## src/rtl/core/icfc_pkg.sv

```systemverilog
`timescale 1ns / 1ps

package icfc_pkg;

   localparam int ADC_WIDTH = 8;

   localparam logic [8:0] LIM_MIN   = 9'd18;
   localparam logic [8:0] LIM_START = 9'd60;
   localparam logic [8:0] LIM_STEP  = 9'd5;
   localparam logic [8:0] LIM_HWMAX = 9'd400;
   localparam logic [7:0] CODE_LO   = 8'd21;
   localparam logic [7:0] CODE_HI   = 8'd191;

   localparam logic [7:0]  MAX_CODE_RST  = 8'd21;
   localparam logic [7:0]  DROOP_RST     = 8'd16;
   localparam logic [7:0]  MIN_VBUS_RST  = 8'd160;
   localparam logic [15:0] DETACH_MS_RST = 16'd5000;

   localparam logic [1:0] REG_MAX_INPUT_CODE  = 2'd0;
   localparam logic [1:0] REG_DROOP_THRESHOLD = 2'd1;
   localparam logic [1:0] REG_MIN_VBUS_CODE   = 2'd2;
   localparam logic [1:0] REG_DETACH_MS       = 2'd3;

   localparam logic [1:0] ERR_NONE     = 2'd0;
   localparam logic [1:0] ERR_ACCESS   = 2'd1;
   localparam logic [1:0] ERR_VBUS_LOW = 2'd2;

   localparam logic [2:0] STATE_IDLE = 3'd0;

   typedef struct packed {
      logic                 vbus_present;
      logic                 charging_bit;
      logic [ADC_WIDTH-1:0] vbus_code;
      logic [ADC_WIDTH-1:0] ibus_code;
      logic                 access_error;
      logic [15:0]          elapsed_ms;
   } req_type;

   typedef struct packed {
      logic       input_enabled;
      logic [7:0] limit_code;
      logic [8:0] applied_limit;
      logic [2:0] loop_state;
      logic       fast_poll;
      logic [1:0] error_code;
      logic [7:0] report_vbus;
      logic [7:0] report_ibus;
      logic [1:0] report_status;
   } rsp_type;

endpackage

```

## src/rtl/core/input_current_foldback_controller_unit.sv

```systemverilog
`timescale 1ns / 1ps

// Adaptive input current limit: each transfer on req_ is one poll tick and
// yields exactly one transfer on rsp_ carrying the limit register code, the
// applied limit in 5 mA units, the loop state, the next poll interval and the
// readings of the tick. A tick passes through one input register and one
// result register: the input register takes it, and its result moves into
// the result register once that register is empty or its result transfers;
// a new tick is taken every cycle while rsp_stall is low. The foldback state is
// updated in the same cycle that writes the result register. Write the csr_
// registers only while no tick is in flight; a new max_input_code takes
// effect at the next session reload after a detach.
module input_current_foldback_controller_unit (
   input  logic             clock,
   input  logic             reset,
   input  logic             req_valid,
   output logic             req_stall,
   input  icfc_pkg::req_type req_data,
   output logic             rsp_valid,
   input  logic             rsp_stall,
   output icfc_pkg::rsp_type rsp_data,
   input  logic             csr_write_en,
   input  logic [1:0]       csr_index,
   input  logic [15:0]      csr_wdata
);
   import icfc_pkg::*;

   typedef enum logic [2:0] {
      PH_IDLE     = 3'd0,
      PH_NOLOAD   = 3'd1,
      PH_PROBE    = 3'd2,
      PH_DEBOUNCE = 3'd3,
      PH_SETTLE   = 3'd4
   } phase_type;

   function automatic logic [8:0] prog_limit(input logic [8:0] req);
      logic [8:0] r;
      r = req;
      if (r < LIM_MIN) r = LIM_MIN;
      if (r > LIM_HWMAX) r = LIM_HWMAX;
      if (req == 9'd0) r = 9'd0;
      return {r[8:1], 1'b0};
   endfunction

   logic [7:0]  max_code_ff;
   logic [7:0]  droop_ff;
   logic [7:0]  min_vbus_ff;
   logic [15:0] detach_ff;

   logic        s1_valid_ff;
   req_type     s1_data_ff;
   logic        rsp_valid_ff;
   rsp_type     rsp_data_ff;
   rsp_type     rsp_data_in;

   phase_type   phase_ff, phase_in;
   logic [8:0]  target_ff, target_in;
   logic [8:0]  applied_ff, applied_in;
   logic [8:0]  session_ff, session_in;
   logic [ADC_WIDTH-1:0] noload_ff, noload_in;
   logic        absent_ff, absent_in;
   logic [15:0] atime_ff, atime_in;

   logic        advance;
   logic        take;
   logic [7:0]  code_clamp;
   logic [8:0]  decoded_max;
   logic [16:0] absent_sum;
   logic [15:0] atime_sat;
   logic        reload;
   logic [8:0]  session_mid;
   logic        drooped;
   logic [8:0]  start_lim;
   logic [8:0]  step_sum;
   logic [8:0]  step_req;
   logic [8:0]  lower_req;
   logic [8:0]  lower_app;
   logic [1:0]  ecode;
   logic        fast;
   logic [7:0]  rv;
   logic [7:0]  ri;
   logic [1:0]  rs;

   assign advance   = s1_valid_ff && (!rsp_valid_ff || !rsp_stall);
   assign req_stall = s1_valid_ff && !advance;
   assign take      = req_valid && !req_stall;
   assign rsp_valid = rsp_valid_ff;
   assign rsp_data  = rsp_data_ff;

   assign code_clamp  = (max_code_ff < CODE_LO) ? CODE_LO :
                        (max_code_ff > CODE_HI) ? CODE_HI : max_code_ff;
   assign decoded_max = LIM_MIN + {code_clamp, 1'b0};

   assign absent_sum  = {1'b0, atime_ff} + {1'b0, s1_data_ff.elapsed_ms};
   assign atime_sat   = absent_sum[16] ? 16'hFFFF : absent_sum[15:0];
   assign reload      = !s1_data_ff.access_error && absent_ff && (atime_sat > detach_ff);
   assign session_mid = reload ? decoded_max : session_ff;

   assign drooped = (noload_ff > s1_data_ff.vbus_code) &&
                    ((noload_ff - s1_data_ff.vbus_code) > ADC_WIDTH'(droop_ff));

   assign start_lim = (session_mid < LIM_START) ? session_mid : LIM_START;
   assign step_sum  = target_ff + LIM_STEP;
   assign step_req  = (step_sum > session_mid) ? session_mid : step_sum;
   assign lower_req = (target_ff <= LIM_MIN) ? 9'd0 :
                      ((target_ff - LIM_STEP) < LIM_MIN) ? LIM_MIN : (target_ff - LIM_STEP);
   assign lower_app = prog_limit(lower_req);

   always_comb begin
      phase_in   = phase_ff;
      target_in  = target_ff;
      applied_in = applied_ff;
      session_in = session_mid;
      noload_in  = noload_ff;
      absent_in  = absent_ff;
      atime_in   = atime_ff;
      ecode      = ERR_NONE;
      fast       = 1'b0;
      rv         = 8'd0;
      ri         = 8'd0;
      rs         = 2'd0;
      if (s1_data_ff.access_error) begin
         ecode      = ERR_ACCESS;
         applied_in = 9'd0;
         phase_in   = PH_IDLE;
         target_in  = 9'd0;
      end else if (!s1_data_ff.vbus_present) begin
         applied_in = 9'd0;
         phase_in   = PH_IDLE;
         target_in  = 9'd0;
         absent_in  = 1'b1;
         atime_in   = absent_ff ? atime_sat : 16'd0;
         rs         = {s1_data_ff.charging_bit, 1'b0};
      end else begin
         if (absent_ff) begin
            atime_in = atime_sat;
         end
         absent_in = 1'b0;
         rs        = {s1_data_ff.charging_bit, 1'b1};
         if (phase_ff != PH_IDLE && s1_data_ff.vbus_code < ADC_WIDTH'(min_vbus_ff)) begin
            ecode      = ERR_VBUS_LOW;
            applied_in = 9'd0;
            phase_in   = PH_IDLE;
            target_in  = 9'd0;
            rs         = 2'd0;
         end else begin
            if (phase_ff != PH_IDLE) begin
               rv = s1_data_ff.vbus_code[7:0];
               if (phase_ff != PH_NOLOAD) begin
                  ri = s1_data_ff.ibus_code[7:0];
               end
            end
            unique case (phase_ff)
               PH_NOLOAD: begin
                  noload_in  = s1_data_ff.vbus_code;
                  target_in  = start_lim;
                  applied_in = prog_limit(start_lim);
                  phase_in   = PH_PROBE;
                  fast       = 1'b1;
               end
               PH_PROBE: begin
                  if (drooped) begin
                     phase_in = PH_DEBOUNCE;
                  end else if (applied_ff >= session_mid) begin
                     phase_in = PH_SETTLE;
                  end else begin
                     applied_in = prog_limit(step_req);
                     target_in  = step_req;
                  end
                  fast = 1'b1;
               end
               PH_DEBOUNCE: begin
                  if (drooped) begin
                     applied_in = lower_app;
                     target_in  = lower_req;
                     phase_in   = (lower_app != 9'd0) ? PH_SETTLE : PH_NOLOAD;
                  end else begin
                     phase_in = PH_PROBE;
                  end
                  fast = 1'b1;
               end
               PH_SETTLE: begin
                  if (drooped) begin
                     applied_in = lower_app;
                     target_in  = lower_req;
                     if (lower_app == 9'd0) begin
                        phase_in = PH_NOLOAD;
                     end
                  end else if (target_ff != 9'd0 && target_ff < session_mid) begin
                     session_in = target_ff;
                  end
               end
               default: begin
                  applied_in = 9'd0;
                  phase_in   = PH_NOLOAD;
                  fast       = 1'b1;
               end
            endcase
         end
      end

      rsp_data_in.input_enabled = (applied_in != 9'd0);
      rsp_data_in.limit_code    = (applied_in != 9'd0) ?
                                  8'((applied_in - LIM_MIN) >> 1) : 8'd0;
      rsp_data_in.applied_limit = applied_in;
      rsp_data_in.loop_state    = phase_in;
      rsp_data_in.fast_poll     = fast;
      rsp_data_in.error_code    = ecode;
      rsp_data_in.report_vbus   = rv;
      rsp_data_in.report_ibus   = ri;
      rsp_data_in.report_status = rs;
   end

   always_ff @(posedge clock) begin
      if (reset) begin
         max_code_ff  <= MAX_CODE_RST;
         droop_ff     <= DROOP_RST;
         min_vbus_ff  <= MIN_VBUS_RST;
         detach_ff    <= DETACH_MS_RST;
         s1_valid_ff  <= 1'b0;
         rsp_valid_ff <= 1'b0;
         phase_ff     <= PH_IDLE;
         target_ff    <= 9'd0;
         applied_ff   <= 9'd0;
         session_ff   <= LIM_MIN + {MAX_CODE_RST, 1'b0};
         noload_ff    <= '0;
         absent_ff    <= 1'b0;
         atime_ff     <= 16'd0;
      end else begin
         if (csr_write_en) begin
            unique case (csr_index)
               REG_MAX_INPUT_CODE:  max_code_ff <= csr_wdata[7:0];
               REG_DROOP_THRESHOLD: droop_ff    <= csr_wdata[7:0];
               REG_MIN_VBUS_CODE:   min_vbus_ff <= csr_wdata[7:0];
               REG_DETACH_MS:       detach_ff   <= csr_wdata;
               default:             detach_ff   <= detach_ff;
            endcase
         end
         if (take) begin
            s1_valid_ff <= 1'b1;
            s1_data_ff  <= req_data;
         end else if (advance) begin
            s1_valid_ff <= 1'b0;
         end
         if (advance) begin
            rsp_valid_ff <= 1'b1;
            rsp_data_ff  <= rsp_data_in;
            phase_ff     <= phase_in;
            target_ff    <= target_in;
            applied_ff   <= applied_in;
            session_ff   <= session_in;
            noload_ff    <= noload_in;
            absent_ff    <= absent_in;
            atime_ff     <= atime_in;
         end else if (!rsp_stall) begin
            rsp_valid_ff <= 1'b0;
         end
      end
   end

endmodule

```

## config.mk

```make
export PLATFORM = sky130hd
export DESIGN_NAME = input_current_foldback_controller_unit
export DESIGN_NICKNAME = d
export VERILOG_FILES = /design/src/rtl/core/icfc_pkg.sv /design/src/rtl/core/input_current_foldback_controller_unit.sv
export SDC_FILE = /design/constraint.sdc
export NUM_CORES = 1
export LEC_CHECK = 0
export BUFFER_PORTS_ARGS = -buffer_cell sky130_fd_sc_hd__clkbuf_2
export CAP_MARGIN = 20
export CORE_MARGIN = 2
export CORE_UTILIZATION = 30
export DETAILED_ROUTE_END_ITERATION = 8
export GPL_TIMING_DRIVEN = 0
export MAX_ROUTING_LAYER = met4
export PLACE_DENSITY = 0.52
export SLEW_MARGIN = 20
export SYNTH_ARGS = -nofsm -noshare
export SYNTH_HDL_FRONTEND = slang
export SYNTH_SLANG_ARGS = --single-unit
```

## constraint.sdc

```tcl
create_clock -name clock -period 14.55 [get_ports clock]
set_clock_uncertainty 0.05 [all_clocks]
set_input_delay 0.7275 -clock clock [delete_from_list [all_inputs] [get_ports clock]]
set_output_delay 0.7275 -clock clock [all_outputs]
set_load 0.005 [all_outputs]
```

==> reports/results.ini <==
[critical_path]
worstSetupStartpoint=s1_data_ff[0]
setup.worst_path.start_class=register
critPathSlowestCell=nor2_1
worst_r2r_startpoint=s1_data_ff[0]
endpoint=rsp_data[37]
worstSetupPathType=register to register
r2r_end=rsp_data[37]
endpoint_kind=register
worst_r2r_path_depth=38
cp.arrival_ns=10.06
crit_required_ns=14.68
cp_slowest_stage_delay_ns=0.59
timing.critical_path.fanout_max=10
reg2reg_slack_ns=4.63

[drt]
route.vias.total=9358
route.detailed.drc=4
drt_iter0_markers=635
route.detailed.vias_per_inst=5.128
firstDrtPassIters=9
ant_nets=0
wl_per_cell_um=17.67
wirelength_um=32250

[power_and_ir_drop]
finalPower_w=0.001127
leakage_nw=4.939
cell_area_power_density_mw_per_mm2=89.37
vdd.ir_drop.worst_mv=0.08418

[place]
post_dp_cell_area_mm2=0.01204
finalWeightedCongestion=0.9536
placement.io_buffers=101
hpwlAfterDp_um=25060

[yosys]
yosys_most_used_dff=dfxtp_1
synth.yosys.seq_area_share=0.3911
yosys_warnings=0
synth_top_area_frac=0.2126
synthArstFlopShare=0
avgSynthCellArea_um2=8.872
synth_enable_flop_cells=77
ys_seq_elements=174
synth.area.top_cells=edfxtp_1 21%, dfxtp_1 18%, ha_1 10%, nand2_1 4.8%, a21oi_1 4.5%
yosysUniqueCellTypes=89
mapped_nets=1374
cell_area_after_synthesis_mm2=0.01088
postSynthCellCount=1226
netlist.top_cell.by_area=edfxtp_1

[grt]
first_global_vias=9108
grt_max_degree=23
grt_remaining_overflow=0
grt_first_pass_wirelength_um=51070
initial_antenna_violation_count=0
grt_usage=0.1786

[floorplanning]
rows=69
standard_cell_core_area_mm2=0.03566
pin_count=102
die_y_um=194.4
x_dimension_of_the_die_um=194.4
floorplan.die_area_mm2=0.03780
start_util=0.3050

[run_status]
status=finished with violations
failing_checks=DRC

[clocking]
clock_sink_count=174
clkTransAtPathRegs_ns=0.07
holdBufCountCts=0
post_cts.repair.setup_buffers=0
tritoncts=built
clk_root_buffer_cell=clkbuf_16
cts_made_buffers=17
cts_repair_resize_count=0
htreeDepth=4
clock_latency_ns=0.46
cts_buffer_depth=2

[timing]
final-setup-viol-count=0
grt_setup_unrepaired=no
report.final.hold_viol_count=0
finalMaxSlewViolations=0
slew-limit-headroom=0.3754
finalSetupTns_ns=0
min_period_ns=9.921
maxClockFrequency_ghz=0.1008
layout_worst_path_cycle_share=0.6818
slew_of_the_pin_with_the_lowest_slew_margin_ns=0.9306

[finish]
area_delta_synth_final_pct=15.99
finish.instance_area_mm2=0.01262
final_nets=1499
num_antenna_cells=0
drive_gt1_frac=0.1349

[job]
maxCapViolCount=0

[min_path]
timing.hold.worst.class=primary input to register

-- worst max-delay path, delay by kind of cell (launching register included) --
family | cells | cell delay, ns
compound gates | 19 | 4.86
simple gates | 10 | 2.15
fa+ha+maj | 5 | 1.47
buf+inv | 4 | 0.71
flops | 1 | 0.37
-- placed cells by master (no fill, tap or decap), types with 8 or more instances in the layout --
cell       Yosys  layout
and2_1        19      19
ha_1          88      88
a21o_1        16      16
nor2b_1       11      11
nand4_1       11      11
xnor2_1       25      25
clkbuf_2       0     101
o211ai_1      14      14
a211o_1       17      17
dfxtp_1       97      97
clkbuf_16      0      17
nor2_1       125     124
or3_1          8       8
nand3_1       23      23
clkbuf_1      46      46
or2_2         12      12
inv_1         69      69
a211oi_1      20      20
nand2b_1      25      25
a21oi_1       98      98
o21ai_0       33      33
nor3_1        35      35
nand2_1      138     138
mux2i_1       24      24
edfxtp_1      77      77
a22o_1        17      17
o21a_1        17      17
and3_1         9       9
-- power by group --
| group | internal, W | switching (W) |
|---|---|---|
| Sequential | 0.000524 | 0.00000881 |
| Clock | 0.000242 | 0.000221 |
| Combinational | 0.0000491 | 0.0000821 |
| Total | 0.000816 | 0.000312 |
-- Yosys cell counts (6+ instances only) --
cell type	instances
a211o_1	17
a211oi_1	20
a21o_1	16
a21oi_1	98
a22o_1	17
a22oi_1	7
a31oi_1	7
and2_1	19
and3_1	9
clkbuf_1	46
dfxtp_1	97
edfxtp_1	77
ha_1	88
inv_1	69
mux2i_1	24
nand2_1	138
nand2b_1	25
nand3_1	23
nand3b_1	7
nand4_1	11
nor2_1	125
nor2b_1	11
nor3_1	35
o211ai_1	14
o21a_1	17
o21ai_0	33
o31ai_1	6
or2_2	12
or3_1	8
or4_1	7
xnor2_1	25
xor2_1	7
-- flip-flops by register name, summed over array words and instances, names as in the netlist --
name	count
atime_ff	16
max_code_ff	8
droop_ff	8
rsp_valid	1
rsp_data	42
phase_ff	3
detach_ff	16
noload_ff	8
s1_valid_ff	1
absent_ff	1
applied_ff	9
target_ff	9
s1_data_ff	35
min_vbus_ff	8
session_ff	9
-- logic make-up (layout without fill, tap and decap cells) --
kind of cell	Yosys count	after routing	share of synthesized area
DFF	174	174	0.3911
adders and majority gates	90	90	0.1049
AOI/OAI and AO/OA	320	320	0.2051
muxes	28	28	0.02623
buffers and inverters	125	263	0.04475
and+or+nand+nor	457	457	0.2021
xor gates and xnor gates	32	32	0.02577
-- through the flow --
| stage | worst slack, ns | hold slack [ns] | cells | util |
|---|---|---|---|---|
| after CTS | 4.651 | 0.3711 | 1825 | 0.3538 |
| after floorplan | 6.394 | 0.3762 | 1226 | - |
| after global routing | 4.001 | 0.3761 | 1825 | 0.3538 |
| final | 4.629 | 0.3943 | 1825 | 0.3538 |
| after detailed placement | 4.698 | 0.4011 | 1793 | 0.3375 |
| after global placement | 4.344 | 0.3950 | 1788 | 0.3354 |
-- layout make-up --
| type | count | area [um2] |
|---|---|---|
| Buffer | 55 | 224.0 |
| Clock inverter | 15 | 155.1 |
| Tap cell | 461 | 576.8 |
| Timing Repair Buffer | 106 | 563.0 |
| Fill cell | 3707 | 23040 |
| Clock buffer | 17 | 425.4 |
| Inverter | 70 | 262.8 |
| Multi-Input combinational cell | 927 | 6155 |
| Sequential cell | 174 | 4254 |
-- metal layers --
metal  vias up  global-route usage  share of wire
li1       4695                   -              -
met1      4407              0.2320           0.48
met2       203              0.2806           0.46
met3        53             0.03054          0.038
met4         0             0.06296          0.028
met5         -                   -              0
-- worst min path at each step --
stage	startpoint	to	cells past startpoint	slack, ns
floorplan	atime_ff[0]	atime_ff[0]	2	0.38
global placement	detach_ff[15]	detach_ff[15]	2	0.39
detailed placement	detach_ff[4]	detach_ff[4]	2	0.40
CTS	req_data[16]	s1_data_ff[16]	1	0.37
global route	req_data[24]	s1_data_ff[24]	1	0.38
finish	req_data[16]	s1_data_ff[16]	1	0.39
(Power assumes the default switching activity.)
